<file path="config.mk">
export PLATFORM = sky130hd
export DESIGN_NAME = cron_calendar_matcher
export DESIGN_NICKNAME = d
export VERILOG_FILES = /design/src/design/ccm_pkg.sv /design/src/design/ccm_ram.sv /design/src/design/cron_calendar_matcher.sv
export SDC_FILE = /design/constraint.sdc
export NUM_CORES = 2
export LEC_CHECK = 0
export ABC_CLOCK_PERIOD_IN_PS = 8170
export BUFFER_PORTS_ARGS = -buffer_cell sky130_fd_sc_hd__buf_2
export CAP_MARGIN = 20
export CORE_ASPECT_RATIO = 1.75
export CORE_MARGIN = 4
export CORE_UTILIZATION = 36
export DETAILED_ROUTE_END_ITERATION = 6
export PLACE_DENSITY = 0.62
export SLEW_MARGIN = 15
export SYNTH_ARGS = -nofsm -noshare
export SYNTH_HDL_FRONTEND = slang
export SYNTH_SLANG_ARGS = --single-unit
</file>
<file path="constraint.sdc">
create_clock -name clk -period 8.17 [get_ports clk]
set_input_delay 0.817 -clock clk [delete_from_list [all_inputs] [get_ports clk]]
set_output_delay 0.817 -clock clk [all_outputs]
set_load 0.02 [all_outputs]
</file>
<file path="src/design/ccm_pkg.sv">
// ccm_pkg: shared constants, codes and calendar helpers for the cron
// calendar matcher. No dependencies.
package ccm_pkg;

  // table size default
  localparam int ENTRIES_DEF = 16;

  // field widths
  localparam int YEAR_W   = 14;
  localparam int MONTH_W  = 4;
  localparam int DAY_W    = 5;
  localparam int HOUR_W   = 5;
  localparam int MINUTE_W = 6;
  localparam int USED_W   = 5;
  localparam int WDAY_W   = 3;
  localparam int ENTRY_W  = 4;
  localparam int KIND_W   = 3;
  localparam int BITS_W   = 60;
  localparam int CFG_IDX_W  = 3;
  localparam int CFG_DATA_W = 14;

  // mask widths
  localparam int MIN_MASK_W  = 60;
  localparam int HOUR_MASK_W = 24;
  localparam int MDAY_MASK_W = 31;
  localparam int MON_MASK_W  = 12;
  localparam int WDAY_MASK_W = 7;

  // register indexes
  localparam logic [CFG_IDX_W-1:0] REG_START_YEAR   = 3'd0;
  localparam logic [CFG_IDX_W-1:0] REG_START_MONTH  = 3'd1;
  localparam logic [CFG_IDX_W-1:0] REG_START_DAY    = 3'd2;
  localparam logic [CFG_IDX_W-1:0] REG_START_HOUR   = 3'd3;
  localparam logic [CFG_IDX_W-1:0] REG_START_MINUTE = 3'd4;
  localparam logic [CFG_IDX_W-1:0] REG_ENTRIES_USED = 3'd5;

  // command and mask kind codes
  localparam logic CMD_TICK  = 1'b0;
  localparam logic CMD_WRITE = 1'b1;
  localparam logic [KIND_W-1:0] KIND_MINUTE = 3'd0;
  localparam logic [KIND_W-1:0] KIND_HOUR   = 3'd1;
  localparam logic [KIND_W-1:0] KIND_MDAY   = 3'd2;
  localparam logic [KIND_W-1:0] KIND_MONTH  = 3'd3;
  localparam logic [KIND_W-1:0] KIND_WDAY   = 3'd4;

  // reciprocal multipliers: x/100 = (x*5243)>>19, x/7 = (x*37450)>>18
  // (exact for the operand ranges used here)
  localparam int MUL_A_W = 15;
  localparam int MUL_B_W = 16;
  localparam int PROD_W  = MUL_A_W + MUL_B_W;
  localparam logic [MUL_B_W-1:0] RECIP100 = 16'd5243;
  localparam logic [MUL_B_W-1:0] RECIP7   = 16'd37450;
  localparam int SHIFT100 = 19;
  localparam int SHIFT7   = 18;

  // reset time
  localparam logic [YEAR_W-1:0]  RST_YEAR  = 14'd1970;
  localparam logic [MONTH_W-1:0] RST_MONTH = 4'd1;
  localparam logic [DAY_W-1:0]   RST_DAY   = 5'd1;

  // (3*(mm+1))/5 for mm in 0..15
  function automatic logic [3:0] mm_term(input logic [MONTH_W-1:0] mm);
    logic [3:0] t;
    unique case (mm)
      4'd0:  t = 4'd0;
      4'd1:  t = 4'd1;
      4'd2:  t = 4'd1;
      4'd3:  t = 4'd2;
      4'd4:  t = 4'd3;
      4'd5:  t = 4'd3;
      4'd6:  t = 4'd4;
      4'd7:  t = 4'd4;
      4'd8:  t = 4'd5;
      4'd9:  t = 4'd6;
      4'd10: t = 4'd6;
      4'd11: t = 4'd7;
      4'd12: t = 4'd7;
      4'd13: t = 4'd8;
      4'd14: t = 4'd9;
      4'd15: t = 4'd9;
      default: t = 4'd0;
    endcase
    return t;
  endfunction

  // month length; invalid months count as 31 days
  function automatic logic [DAY_W-1:0] month_days(input logic [MONTH_W-1:0] m,
                                                  input logic leap);
    logic [DAY_W-1:0] n;
    unique case (m)
      4'd2:                      n = leap ? 5'd29 : 5'd28;
      4'd4, 4'd6, 4'd9, 4'd11:   n = 5'd30;
      default:                   n = 5'd31;
    endcase
    return n;
  endfunction

endpackage

</file>
<file path="src/design/ccm_ram.sv">
// ccm_ram: generic single write port, single read port RAM with a
// registered read. No dependencies.
module ccm_ram #(
  parameter int WIDTH = 8,
  parameter int DEPTH = 16,
  localparam int AW = (DEPTH > 1) ? $clog2(DEPTH) : 1
) (
  input  logic             clk,
  input  logic             we,
  input  logic [AW-1:0]    waddr,
  input  logic [WIDTH-1:0] wdata,
  input  logic [AW-1:0]    raddr,
  output logic [WIDTH-1:0] rdata
);

  logic [WIDTH-1:0] mem [DEPTH];

  always_ff @(posedge clk) begin
    if (we) begin
      mem[waddr] <= wdata;
    end
    rdata <= mem[raddr];
  end

endmodule

</file>
<file path="src/design/cron_calendar_matcher.sv">
// cron_calendar_matcher: minute clock checked against a table of cron
// masks. Depends on ccm_pkg and ccm_ram.
//
// Usage:
//  - Input word: start is taken when busy is low. cmd = write loads one
//    mask of one entry in that same cycle; busy stays low, so another
//    word may follow at once.
//  - cmd = tick: busy rises for the whole run; N = entries in use (capped
//    at ENTRIES). States S_M1 to S_WD work out the weekday and leap flag through
//    one shared reciprocal multiplier (year/100, shifted year/100, sum
//    mod 7); then the N mask entries are read from the RAMs, one per cycle,
//    then a wait for the last registered read and a flush that advances the clock.
//  - Results: one word per matching entry, in entry order, each shown
//    for one cycle under hit_valid; last marks the final one. A result
//    is held back one match so last is known when it goes out. The
//    receiver cannot stall; results are never held.
//  - Config: cfg_we writes a register at once; writing any start field
//    reloads the whole clock. Write only while busy is low.
//  - Reset: clock back to 1970-01-01 00:00, registers to defaults, all
//    masks read as zero through per-entry valid bits (no clearing pass).
module cron_calendar_matcher
  import ccm_pkg::*;
#(
  parameter int ENTRIES = ENTRIES_DEF
) (
  input  logic                  clk,
  input  logic                  rst,
  // command channel
  input  logic                  start,
  output logic                  busy,
  input  logic                  cmd,
  input  logic [ENTRY_W-1:0]    entry,
  input  logic [KIND_W-1:0]     mask_kind,
  input  logic [BITS_W-1:0]     mask_bits,
  // config port
  input  logic                  cfg_we,
  input  logic [CFG_IDX_W-1:0]  cfg_index,
  input  logic [CFG_DATA_W-1:0] cfg_data,
  // results
  output logic                  hit_valid,
  output logic [YEAR_W-1:0]     hit_year,
  output logic [MONTH_W-1:0]    hit_month,
  output logic [DAY_W-1:0]      hit_day,
  output logic [HOUR_W-1:0]     hit_hour,
  output logic [MINUTE_W-1:0]   hit_minute,
  output logic [WDAY_W-1:0]     hit_weekday,
  output logic [ENTRY_W-1:0]    hit_entry,
  output logic                  last
);

  localparam int AW = (ENTRIES > 1) ? $clog2(ENTRIES) : 1;
  localparam int UW = $clog2(ENTRIES + 1);

  // sequencer states
  localparam logic [2:0] S_IDLE = 3'd0;
  localparam logic [2:0] S_M1   = 3'd1;  // year / 100
  localparam logic [2:0] S_M2   = 3'd2;  // shifted year / 100
  localparam logic [2:0] S_SUM  = 3'd3;  // congruence sum
  localparam logic [2:0] S_M3   = 3'd4;  // sum / 7
  localparam logic [2:0] S_WD   = 3'd5;  // weekday and leap flag
  localparam logic [2:0] S_SCAN = 3'd6;  // one entry per cycle
  localparam logic [2:0] S_FIN  = 3'd7;  // flush, advance clock

  logic [2:0] state, state_next;

  // config registers and clock
  logic [YEAR_W-1:0]   reg_year,   reg_year_next;
  logic [MONTH_W-1:0]  reg_month,  reg_month_next;
  logic [DAY_W-1:0]    reg_day,    reg_day_next;
  logic [HOUR_W-1:0]   reg_hour,   reg_hour_next;
  logic [MINUTE_W-1:0] reg_minute, reg_minute_next;
  logic [USED_W-1:0]   reg_used,   reg_used_next;

  logic [YEAR_W-1:0]   clock_year,   clock_year_next;
  logic [MONTH_W-1:0]  clock_month,  clock_month_next;
  logic [DAY_W-1:0]    clock_day,    clock_day_next;
  logic [HOUR_W-1:0]   clock_hour,   clock_hour_next;
  logic [MINUTE_W-1:0] clock_minute, clock_minute_next;

  // weekday / leap datapath
  logic [MUL_A_W-1:0] mul_a;
  logic [MUL_B_W-1:0] mul_b;
  logic [PROD_W-1:0]  prod;
  logic [7:0]         q_y, q_yy;
  logic [11:0]        q_w;
  logic [MUL_A_W-1:0] w_sum, w_acc;
  logic [WDAY_W-1:0]  wd;
  logic               leap;
  logic               jan_feb;
  logic [MUL_A_W-1:0] yy;
  logic [MONTH_W-1:0] mm;
  logic [YEAR_W-1:0]  y_rem;
  logic [WDAY_W-1:0]  r7;

  // scan control
  logic [UW-1:0]      used;
  logic [UW-1:0]      idx;
  logic               issue;
  logic               rd_pend;
  logic [AW-1:0]      rd_idx;
  logic [AW-1:0]      raddr;
  logic               pend_hit;
  logic [ENTRY_W-1:0] pend_idx;
  logic               hit_now;

  // mask store
  logic               wr_ok;
  logic [AW-1:0]      waddr;
  logic               we_min, we_hour, we_mday, we_mon, we_wday;
  logic [ENTRIES-1:0] vld_min, vld_hour, vld_mday, vld_mon, vld_wday;
  logic               rv_min, rv_hour, rv_mday, rv_mon, rv_wday;
  logic [MIN_MASK_W-1:0]  rd_min;
  logic [HOUR_MASK_W-1:0] rd_hour;
  logic [MDAY_MASK_W-1:0] rd_mday;
  logic [MON_MASK_W-1:0]  rd_mon;
  logic [WDAY_MASK_W-1:0] rd_wday;

  logic accept;

  assign busy   = (state != S_IDLE);
  assign accept = start && !busy;

  // ---------------------------------------------------------------
  // mask write decode
  assign wr_ok   = accept && (cmd == CMD_WRITE) && (int'(entry) < ENTRIES);
  assign waddr   = AW'(entry);
  assign we_min  = wr_ok && (mask_kind == KIND_MINUTE);
  assign we_hour = wr_ok && (mask_kind == KIND_HOUR);
  assign we_mday = wr_ok && (mask_kind == KIND_MDAY);
  assign we_mon  = wr_ok && (mask_kind == KIND_MONTH);
  assign we_wday = wr_ok && (mask_kind == KIND_WDAY);

  ccm_ram #(.WIDTH(MIN_MASK_W), .DEPTH(ENTRIES)) u_min_ram (
    .clk(clk), .we(we_min), .waddr(waddr), .wdata(mask_bits[MIN_MASK_W-1:0]),
    .raddr(raddr), .rdata(rd_min)
  );
  ccm_ram #(.WIDTH(HOUR_MASK_W), .DEPTH(ENTRIES)) u_hour_ram (
    .clk(clk), .we(we_hour), .waddr(waddr), .wdata(mask_bits[HOUR_MASK_W-1:0]),
    .raddr(raddr), .rdata(rd_hour)
  );
  ccm_ram #(.WIDTH(MDAY_MASK_W), .DEPTH(ENTRIES)) u_mday_ram (
    .clk(clk), .we(we_mday), .waddr(waddr), .wdata(mask_bits[MDAY_MASK_W-1:0]),
    .raddr(raddr), .rdata(rd_mday)
  );
  ccm_ram #(.WIDTH(MON_MASK_W), .DEPTH(ENTRIES)) u_mon_ram (
    .clk(clk), .we(we_mon), .waddr(waddr), .wdata(mask_bits[MON_MASK_W-1:0]),
    .raddr(raddr), .rdata(rd_mon)
  );
  ccm_ram #(.WIDTH(WDAY_MASK_W), .DEPTH(ENTRIES)) u_wday_ram (
    .clk(clk), .we(we_wday), .waddr(waddr), .wdata(mask_bits[WDAY_MASK_W-1:0]),
    .raddr(raddr), .rdata(rd_wday)
  );

  // valid bits: an unwritten mask reads as zero
  always_ff @(posedge clk) begin
    if (rst) begin
      vld_min  <= '0;
      vld_hour <= '0;
      vld_mday <= '0;
      vld_mon  <= '0;
      vld_wday <= '0;
    end else begin
      if (we_min)  vld_min[waddr]  <= 1'b1;
      if (we_hour) vld_hour[waddr] <= 1'b1;
      if (we_mday) vld_mday[waddr] <= 1'b1;
      if (we_mon)  vld_mon[waddr]  <= 1'b1;
      if (we_wday) vld_wday[waddr] <= 1'b1;
    end
  end

  // valid bits follow the registered RAM read
  always_ff @(posedge clk) begin
    rv_min  <= vld_min[raddr];
    rv_hour <= vld_hour[raddr];
    rv_mday <= vld_mday[raddr];
    rv_mon  <= vld_mon[raddr];
    rv_wday <= vld_wday[raddr];
  end

  // ---------------------------------------------------------------
  // shared reciprocal multiplier
  assign jan_feb = (clock_month == 4'd1) || (clock_month == 4'd2);
  assign yy = MUL_A_W'(clock_year) + MUL_A_W'(400) - (jan_feb ? MUL_A_W'(1) : '0);
  assign mm = jan_feb ? clock_month + 4'd12 : clock_month;

  always_comb begin
    unique case (state)
      S_M1:    mul_a = MUL_A_W'(clock_year);
      S_M2:    mul_a = yy;
      S_M3:    mul_a = w_acc;
      default: mul_a = '0;
    endcase
    mul_b = (state == S_M3) ? RECIP7 : RECIP100;
  end

  assign prod = PROD_W'(mul_a) * PROD_W'(mul_b);

  // d + 2mm + 3(mm+1)/5 + yy + yy/4 + yy/400 - yy/100
  assign w_sum = MUL_A_W'(clock_day) + MUL_A_W'({mm, 1'b0}) + MUL_A_W'(mm_term(mm))
               + yy + (yy >> 2) + MUL_A_W'(q_yy >> 2) - MUL_A_W'(q_yy);

  assign y_rem = clock_year - YEAR_W'({6'd0, q_y} * 14'd100);
  assign r7    = WDAY_W'(w_acc - MUL_A_W'(q_w) * MUL_A_W'(7));

  always_ff @(posedge clk) begin
    unique case (state)
      S_M1:  q_y   <= 8'(prod >> SHIFT100);
      S_M2:  q_yy  <= 8'(prod >> SHIFT100);
      S_SUM: w_acc <= w_sum;
      S_M3:  q_w   <= 12'(prod >> SHIFT7);
      S_WD: begin
        wd   <= (r7 == 3'd6) ? 3'd0 : r7 + 3'd1;
        leap <= ((clock_year[1:0] == 2'd0) && (y_rem != '0))
             || ((y_rem == '0) && (q_y[1:0] == 2'd0));
      end
      default: ;
    endcase
  end

  // ---------------------------------------------------------------
  // entry scan
  assign used  = (int'(reg_used) > ENTRIES) ? UW'(ENTRIES) : UW'(reg_used);
  assign issue = (state == S_SCAN) && (idx < used);
  assign raddr = idx[AW-1:0];

  // all five masks cover the current time
  always_comb begin
    hit_now = rd_pend
      && rv_min && (clock_minute < 6'd60) && rd_min[clock_minute]
      && rv_hour && (clock_hour < 5'd24) && rd_hour[clock_hour]
      && rv_mday && (clock_day != 5'd0) && rd_mday[clock_day - 5'd1]
      && rv_mon && (clock_month != 4'd0) && (clock_month <= 4'd12)
      && rd_mon[clock_month - 4'd1]
      && rv_wday && rd_wday[wd];
  end

  always_comb begin
    state_next = state;
    unique case (state)
      S_IDLE: if (accept && (cmd == CMD_TICK)) state_next = S_M1;
      S_M1:   state_next = S_M2;
      S_M2:   state_next = S_SUM;
      S_SUM:  state_next = S_M3;
      S_M3:   state_next = S_WD;
      S_WD:   state_next = S_SCAN;
      S_SCAN: if (!issue) state_next = S_FIN;
      S_FIN:  state_next = S_IDLE;
      default: state_next = S_IDLE;
    endcase
  end

  always_ff @(posedge clk) begin
    if (rst) begin
      state    <= S_IDLE;
      rd_pend  <= 1'b0;
      pend_hit <= 1'b0;
      idx      <= '0;
    end else begin
      state <= state_next;
      if (state == S_WD) begin
        idx      <= '0;
        rd_pend  <= 1'b0;
        pend_hit <= 1'b0;
      end else if (state == S_SCAN) begin
        rd_pend <= issue;
        if (issue) idx <= idx + UW'(1);
        if (hit_now) pend_hit <= 1'b1;
      end else begin
        rd_pend  <= 1'b0;
        pend_hit <= 1'b0;
      end
    end
  end

  always_ff @(posedge clk) begin
    rd_idx <= raddr;
    if (hit_now) pend_idx <= ENTRY_W'(rd_idx);
  end

  // result word: a held match goes out when the next one turns up,
  // the final one at the flush with last set
  always_ff @(posedge clk) begin
    if (rst) begin
      hit_valid <= 1'b0;
    end else begin
      hit_valid <= pend_hit && ((state == S_FIN) || (state == S_SCAN && hit_now));
    end
  end

  always_ff @(posedge clk) begin
    hit_year    <= clock_year;
    hit_month   <= clock_month;
    hit_day     <= clock_day;
    hit_hour    <= clock_hour;
    hit_minute  <= clock_minute;
    hit_weekday <= wd;
    hit_entry   <= pend_idx;
    last        <= (state == S_FIN);
  end

  // ---------------------------------------------------------------
  // config registers
  always_comb begin
    reg_year_next   = reg_year;
    reg_month_next  = reg_month;
    reg_day_next    = reg_day;
    reg_hour_next   = reg_hour;
    reg_minute_next = reg_minute;
    reg_used_next   = reg_used;
    if (cfg_we) begin
      unique case (cfg_index)
        REG_START_YEAR:   reg_year_next   = cfg_data[YEAR_W-1:0];
        REG_START_MONTH:  reg_month_next  = cfg_data[MONTH_W-1:0];
        REG_START_DAY:    reg_day_next    = cfg_data[DAY_W-1:0];
        REG_START_HOUR:   reg_hour_next   = cfg_data[HOUR_W-1:0];
        REG_START_MINUTE: reg_minute_next = cfg_data[MINUTE_W-1:0];
        REG_ENTRIES_USED: reg_used_next   = cfg_data[USED_W-1:0];
        default: ;
      endcase
    end
  end

  // clock: reload on a start write, else advance one minute at the flush
  always_comb begin
    clock_year_next   = clock_year;
    clock_month_next  = clock_month;
    clock_day_next    = clock_day;
    clock_hour_next   = clock_hour;
    clock_minute_next = clock_minute;
    priority if (cfg_we && (cfg_index <= REG_START_MINUTE)) begin
      clock_year_next   = reg_year_next;
      clock_month_next  = reg_month_next;
      clock_day_next    = reg_day_next;
      clock_hour_next   = reg_hour_next;
      clock_minute_next = reg_minute_next;
    end else if (state == S_FIN) begin
      if (clock_minute < 6'd59) begin
        clock_minute_next = clock_minute + 6'd1;
      end else begin
        clock_minute_next = '0;
        if (clock_hour < 5'd23) begin
          clock_hour_next = clock_hour + 5'd1;
        end else begin
          clock_hour_next = '0;
          if (clock_day < month_days(clock_month, leap)) begin
            clock_day_next = clock_day + 5'd1;
          end else begin
            clock_day_next   = 5'd1;
            clock_month_next = 4'd1;
            if (clock_month >= 4'd12) begin
              clock_year_next = clock_year + 14'd1;
            end else if (clock_month != 4'd0) begin
              clock_month_next = clock_month + 4'd1;
            end
          end
        end
      end
    end
  end

  always_ff @(posedge clk) begin
    if (rst) begin
      reg_year     <= RST_YEAR;
      reg_month    <= RST_MONTH;
      reg_day      <= RST_DAY;
      reg_hour     <= '0;
      reg_minute   <= '0;
      reg_used     <= '0;
      clock_year   <= RST_YEAR;
      clock_month  <= RST_MONTH;
      clock_day    <= RST_DAY;
      clock_hour   <= '0;
      clock_minute <= '0;
    end else begin
      reg_year     <= reg_year_next;
      reg_month    <= reg_month_next;
      reg_day      <= reg_day_next;
      reg_hour     <= reg_hour_next;
      reg_minute   <= reg_minute_next;
      reg_used     <= reg_used_next;
      clock_year   <= clock_year_next;
      clock_month  <= clock_month_next;
      clock_day    <= clock_day_next;
      clock_hour   <= clock_hour_next;
      clock_minute <= clock_minute_next;
    end
  end

endmodule
</file>
Yosys cells after proc, flatten, opt, wreduce, memory -nomap -nowiden
Memory sizes are Yosys's and may differ from the RTL's. A register that Yosys moved wholly into a read port is not among the register bits.
Cells that the tools add are included.
{ "word_totals": {"rom_bits": 64, "input_bits": 89, "register_bits": 266, "memories": 6, "output_inout_bits": 44, "ramBits": 2144, "latch_bits": 0} }
{ "memory_table": {"columns": ["memory", "depth", "word_bits", "rd", "rd_ports_with_merged_regs", "write_ports", "line_no", "text"], "rows": [
  ["u_min_ram.mem", 16, 60, 1, 1, 1, "ccm_ram.sv:16", "logic [WIDTH-1:0] mem [DEPTH];"],
  ["u_mday_ram.mem", 16, 31, 1, 1, 1, "ccm_ram.sv:16", null],
  ["u_hour_ram.mem", 16, 24, 1, 1, 1, "ccm_ram.sv:16", null],
  ["u_mon_ram.mem", 16, 12, 1, 1, 1, "ccm_ram.sv:16", null],
  ["u_wday_ram.mem", 16, 7, 1, 1, 1, "ccm_ram.sv:16", null],
  ["(name not given)", 16, 4, 1, 0, 0, "ccm_pkg.sv:64", "unique case (mm)"]
]} }
{ "classes": {"n_div": 0, "addsub": 20, "multipliers": 3, "magnitude_cmp": 18, "n_reduce_logical": 56, "n_mux": 81, "n_shift": 0, "n_bitwise": 7, "n_eq_ne": 28} }
{ "ops": {"columns": ["cell", "count"], "rows": [
  ["2-to-1 mux 14 bit", 8],
  ["2-to-1 mux 5 bit", 18],
  ["bitwise OR 16 bit", 5],
  ["case mux 15 bit (3 select lines)", 1],
  ["2-to-1 mux 4 bit", 10],
  ["logical AND 1 bit", 30],
  ["multiplier 15 x 16 -> 30 bit", 1],
  ["2-to-1 mux 6 bit", 5],
  ["binary-select mux 1 bit (select 4 bit)", 6],
  ["== test 3 bit, second input constant", 8],
  ["case mux 3 bit (8 select lines)", 1],
  ["2-to-1 mux 1 bit", 23],
  ["== test 3 x 2 -> 1 bit, second input constant", 6],
  ["2-to-1 mux 16 bit", 1],
  ["adder 14 x 9 -> 15 bit, second input constant", 1],
  ["adder 15 x 13 -> 15 bit", 1],
  ["adder 15 x 6 -> 15 bit", 1],
  ["adder 5 x 1 -> 5 bit, second input constant", 3],
  ["adder 7 x 15 -> 15 bit", 1],
  ["less-than comparator 4 x 5 -> 1 bit, second input constant", 3],
  ["subtractor 15 x 1 -> 15 bit", 1],
  ["subtractor 15 x 8 -> 15 bit", 1],
  ["adder 14 x 1 -> 14 bit, second input constant", 1],
  ["logical NOT 14 bit", 1],
  ["52 further kinds", 76]
]} }

Depth between registers and ports, before layout
{ "depth": {"depth_word": 18, "depth_mapped": 37, "ltp_nobuf": 36} }

Modules after synthesis
Synthesis repeated with hierarchy kept, for this count alone.
{ "hier_totals": {"hier_cells": 5410, "area_unflattened_um2": 102435.7} }
{ "modules_own_cells": {"columns": ["module", "cells_per_inst", "area_per_inst_um2", "instances"], "rows": [
  ["ccm_ram at u_min_ram", 1548, 37106.8, 1],
  ["ccm_ram at u_mday_ram", 812, 19248.5, 1],
  ["cron_calendar_matcher", 1882, 19019.5, 1],
  ["ccm_ram at u_hour_ram", 636, 14930.6, 1],
  ["ccm_ram at u_mon_ram", 329, 7599.8, 1],
  ["ccm_ram at u_wday_ram", 203, 4530.6, 1]
]} }

Worst setup path before layout
No wires, ideal clock.
{ "synth_timing": {"path_kind": "reg2reg", "startpoint": "register clock_month[0]", "endpoint": "register q_y[7] (data pin)", "t_required_ps": 7897, "synth_period_minus_slack_ps": 8079, "t_arrival_ps": 7806, "path_buffers": 1, "path_stages_with_launch": 35, "setup_time_ps": 273, "slack_ps": 91, "cell_sequence": "dfxtp_1 -> clkbuf_1 -> inv_1 -> ha_1 -> o21ai_1 -> inv_1 -> ha_1 -> inv_1 -> ha_1 -> fa_1 -> a21oi_1 -> o21ai_1 -> o21ai_1 -> o21bai_1 -> a21oi_1 -> xnor2_1 -> a222oi_1 -> nor2_1 -> fa_1 -> inv_1 -> fa_1 -> fa_1 -> fa_1 -> inv_1 -> fa_1 -> ha_1 -> ha_1 -> nand3_1 -> nor3_1 -> o21ai_0 -> a21oi_1 -> o31ai_2 -> a31oi_2 -> o41ai_1 -> xnor2_1"} }
{ "synth_between": {"elab_chain_len": 6, "elab_cells_between_ends": 7, "classes_between": "1 x add/sub; 1 x mul; 2 x eq/ne; 2 x mux; 1 x reduce/logical"} }
{ "synth_lines": {"columns": ["element", "line_no", "text"], "rows": [
  ["start: declaration", "cron_calendar_matcher.sv:75", "logic [MONTH_W-1:0] clock_month, clock_month_next;"],
  ["start signal: assignment", "cron_calendar_matcher.sv:382", "clock_month <= clock_month_next;"],
  ["== test 4 x 1 -> 1 bit / == test 4 x 2 -> 1 bit (equally long branches)", "cron_calendar_matcher.sv:182", "assign jan_feb = (clock_month == 4'd1) || (clock_month == 4'd2);"],
  ["logical OR 1 bit *", "cron_calendar_matcher.sv:182", null],
  ["2-to-1 mux 1 bit *", "cron_calendar_matcher.sv:183", "assign yy = MUL_A_W'(clock_year) + MUL_A_W'(400) - (jan_feb ? MUL_A_W'(1) : '0);"],
  ["subtractor 15 x 1 -> 15 bit *", "cron_calendar_matcher.sv:183", null],
  ["case mux 15 bit (3 select lines) *", "cron_calendar_matcher.sv:187", "unique case (state)"],
  ["multiplier 15 x 16 -> 30 bit *", "cron_calendar_matcher.sv:196", "assign prod = PROD_W'(mul_a) * PROD_W'(mul_b);"],
  ["net prod[26]", "cron_calendar_matcher.sv:83", "logic [PROD_W-1:0] prod;"],
  ["end signal: assignment", "cron_calendar_matcher.sv:207", "S_M1: q_y <= 8'(prod >> SHIFT100);"],
  ["end: declaration", "cron_calendar_matcher.sv:84", "logic [7:0] q_y, q_yy;"]
]} }
The timed path passes the listed nets; every way through them passes the cells marked *.
A chain may end at the register's enable or synchronous reset.

Final worst setup path
{ "layout_timing": {"startpoint": "register clock_month[0]", "endpoint": "register q_y[6] (data pin)"} }
The elaborated chain is that of the path after synthesis.

==> metrics.yaml <==
run_status:
  status: "complete, no violations"
sta:
  finalCriticalPeriod_ns: 7.84
  hold_viol: 0
  finalMaxSlewViolations: 0
  fin_skew_ns: 0.0937
  setup_tns_ns: 0
  setup_violations: 0
  tightest_slew_ns: 1.13
  fmax_mhz: 128
  holdWs_ns: 0.221
  relSlewSlack: 0.247
  period_share: 0.960
logic_synthesis:
  synth_edf_count: 2186
  syn_inst: 5070
  ys.warnings.count: 0
  synth_area_per_cell_sq_um: 20.1
  yosysTopAreaCell: "edfxtp_1"
  synth_top_area_share: 0.645
  synthMostInstantiatedCell: "edfxtp_1"
  syn-cell-area_sq_um: 102000
  yosysSeqAreaShare: 0.713
  async_reset_ff_frac: 0
  ys_ff_latch: 2535
  synth_cell_types: 73
  ys_top_cells_by_area: "edfxtp_1, mux4_2, dfxtp_1"
  synth_ff_type: "edfxtp_1"
  yosys-top-cells-count: "edfxtp_1, mux4_2, dfxtp_1, nor2_1, inv_1"
place:
  dp.cells: 8935
  routabilityCongestion: 0.831
  port_buffers: 132
  dpl_cell_area_sq_um: 108000
  dpl.hpwl_um: 143000
critical_path:
  cp.arrival_ns: 8.41
  critPathCaptureType: "flip-flop"
  critPathMostFrequentCell: "fa_1"
  slowest_stage: "fa_1"
  r2r_setup_slack_ns: 0.33
  required_ns: 8.74
  critPathMaxStageDelay_ns: 0.56
  critPathKind: "flip-flop to flip-flop"
  setup.worst_path.start_class: "flip-flop"
  cp_max_fo: 4
layout:
  drive_gt1_frac: 0.271
  fin_cells: 9364
  syn2layout_area_growth_pct: 14.1
  fin_area_sq_um: 116000
  fin_nets: 5848
  finish.utilization: 0.412
drt:
  drt_wl_total_um: 248000
  postRouteAntennaNets: 0
  drt-initial-drc-count: 4384
  wl_per_cell_um: 26.5
  vias: 49100
  drc: 0
  dr.pass1.iters: 6
  viasPerCell: 5.25
clock_network:
  path_clk_slew_ns: 0.06
  cts.sinks: 2535
  cts_root_buffer: "clkbuf_16"
  htree_levels: 4
  clockBufferDepth: 4
  cts_tree: "yes"
  cts-buffers-inserted: 222
  clkLatencyLatePin_ns: 0.90
die:
  dieArea_sq_um: 292000
  start_util: 0.361
  die_h_um: 711
  fp.dieW_um: 410
  design.core.area_sq_um: 282000
  num_io_pins: 133
  row_count: 258
min_path:
  hp-class: "input pin to flip-flop"
global_route:
  grt_overflow: 0
  grt_pass1_vias: 52500
  grt_pass1_wl_um: 362000
  grt_max_degree: 138
  antenna_found_initial: 34
  grt.total_usage: 0.168
power:
  peakVddDrop_mv: 0.175
  p_leak_nw: 37.7
  p_per_area_nw_per_um2: 243
flow_run:
  drv_cap: 0
==> layout make-up <==
cell class	instances	area, sq um
diodes	12	30.0
flip-flops and latches	2535	72700
fillers	24500	166000
well taps	3770	4720
multi-input cells	2054	28000
inverters	268	1010
clock inverters	121	1440
clock buffers	289	6150
repair buffers	315	2160
==> logic make-up (layout without fill, tap and decap cells) <==
group	after synthesis	in the layout	share of synthesized area
buffers and inverters	484	993	0.0181
and+or+nand+nor	571	571	0.0247
xor gates and xnor gates	71	71	0.00611
DFF	2535	2535	0.713
muxes	785	785	0.167
other	2	17	0.0000738
adders and majority gates	363	363	0.0535
AOI/OAI and AO/OA	259	259	0.0167
==> cell usage in the layout, fill, tap and decap left out, types with 8 or more instances in the layout <==
cell type  netlist  final
edfxtp_1      2186   2186
clkinv_2         0     42
a21o_1          16     16
o21a_1          20     20
a21oi_1         70     67
nor2b_1         16     16
xnor2_1         50     47
nand2_1         87     86
and2_1          13     12
xor2_1          21     21
fa_1           120    118
mux4_2         734    734
clkinv_1         0     26
clkbuf_1       167     35
inv_1          262    258
nand4_1          9      9
diode_2          0     12
mux2i_1         50     50
buf_4            2    173
inv_2            6      8
nor2_2           0      9
nor2_1         316    259
o21ai_1         21     18
and3_1          19     19
bufinv_16        0     28
nor3_1          34     31
dfxtp_1        349    341
o21ai_0         33     32
buf_2            7    131
ha_1           243    235
nand3_1         31     30
clkbuf_16        0    225
ha_4             0      8
nor2_4           0     48
nand2b_1        16     15
a31oi_1         11     10
clkbuf_8         0     28
a211oi_1        19     19
==> sequential cells by signal, summed over array words and instances (netlist names), 15 cells and up <==
name,flops
u_min_ram.rdata,60
vld_min,16
vld_mday,16
vld_mon,16
u_mday_ram.mem,496
vld_wday,16
u_hour_ram.rdata,24
w_acc,15
u_mday_ram.rdata,31
vld_hour,16
u_hour_ram.mem,384
u_wday_ram.mem,112
u_min_ram.mem,960
u_mon_ram.mem,192
==> where the power goes <==
group | internal (mW) | switching, mW
Sequential | 14.2 | 0.0611
Combinational | 1.27 | 1.81
Clock | 6.22 | 4.73
Total | 21.6 | 6.60
==> worst paths after layout <==
| path | endpoint | startpoint | cells after the start |
|---|---|---|---|
| max | q_y[6]$_DFFE_PN_ | clock_month[0]$_SDFFE_PP1P_ | 35 |
| min | reg_year[12]$_SDFF_PP0_ | cfg_data[12] | 3 |
| max reg2reg | q_y[6]$_DFFE_PN_ | clock_month[0]$_SDFFE_PP1P_ | 35 |
| min reg2reg | hit_entry[3]$_DFF_P_ | pend_idx[3]$_DFFE_PP_ | 0 |
==> timing repair <==
action,CTS,global route
pin swaps,0,27
buffers inserted,0,4
setup endpoints to repair,6,19
hold buffers,0,0
gates resized for setup,3,50
==> metrics by stage <==
stage / power, mW / worst slack [ns]
2_1_floorplan: 16.4 / 0.0914
3_3_place_gp: 17.4 / 0.00839
3_5_place_dp: 17.5 / -0.110
4_1_cts: 28.4 / 0.0404
5_1_grt: 29.4 / -0.0376
6_report: 28.2 / 0.328
==> worst max-delay path, delay by kind of cell (launching register included) <==
family | cells | cell delay (ns)
adders and majority gates | 11 | 3.95
and+or+nand+nor | 2 | 0.25
AOI/OAI and AO/OA | 13 | 2.05
buffers and inverters | 8 | 0.86
DFF | 1 | 0.37
xor gates and xnor gates | 1 | 0.11
==> layer usage <==
| layer | wire length (um) | part of all wire | vias to the layer above | GRT usage |
|---|---|---|---|---|
| li1 | - | - | 20900 | - |
| met1 | 90600 | 0.37 | 26400 | 0.196 |
| met2 | 136000 | 0.55 | 1431 | 0.315 |
| met3 | 13400 | 0.054 | 444 | 0.0258 |
| met4 | 8260 | 0.033 | 28 | 0.0526 |
| met5 | 170 | 0.00069 | - | 0 |
(Power assumes the default switching activity.)
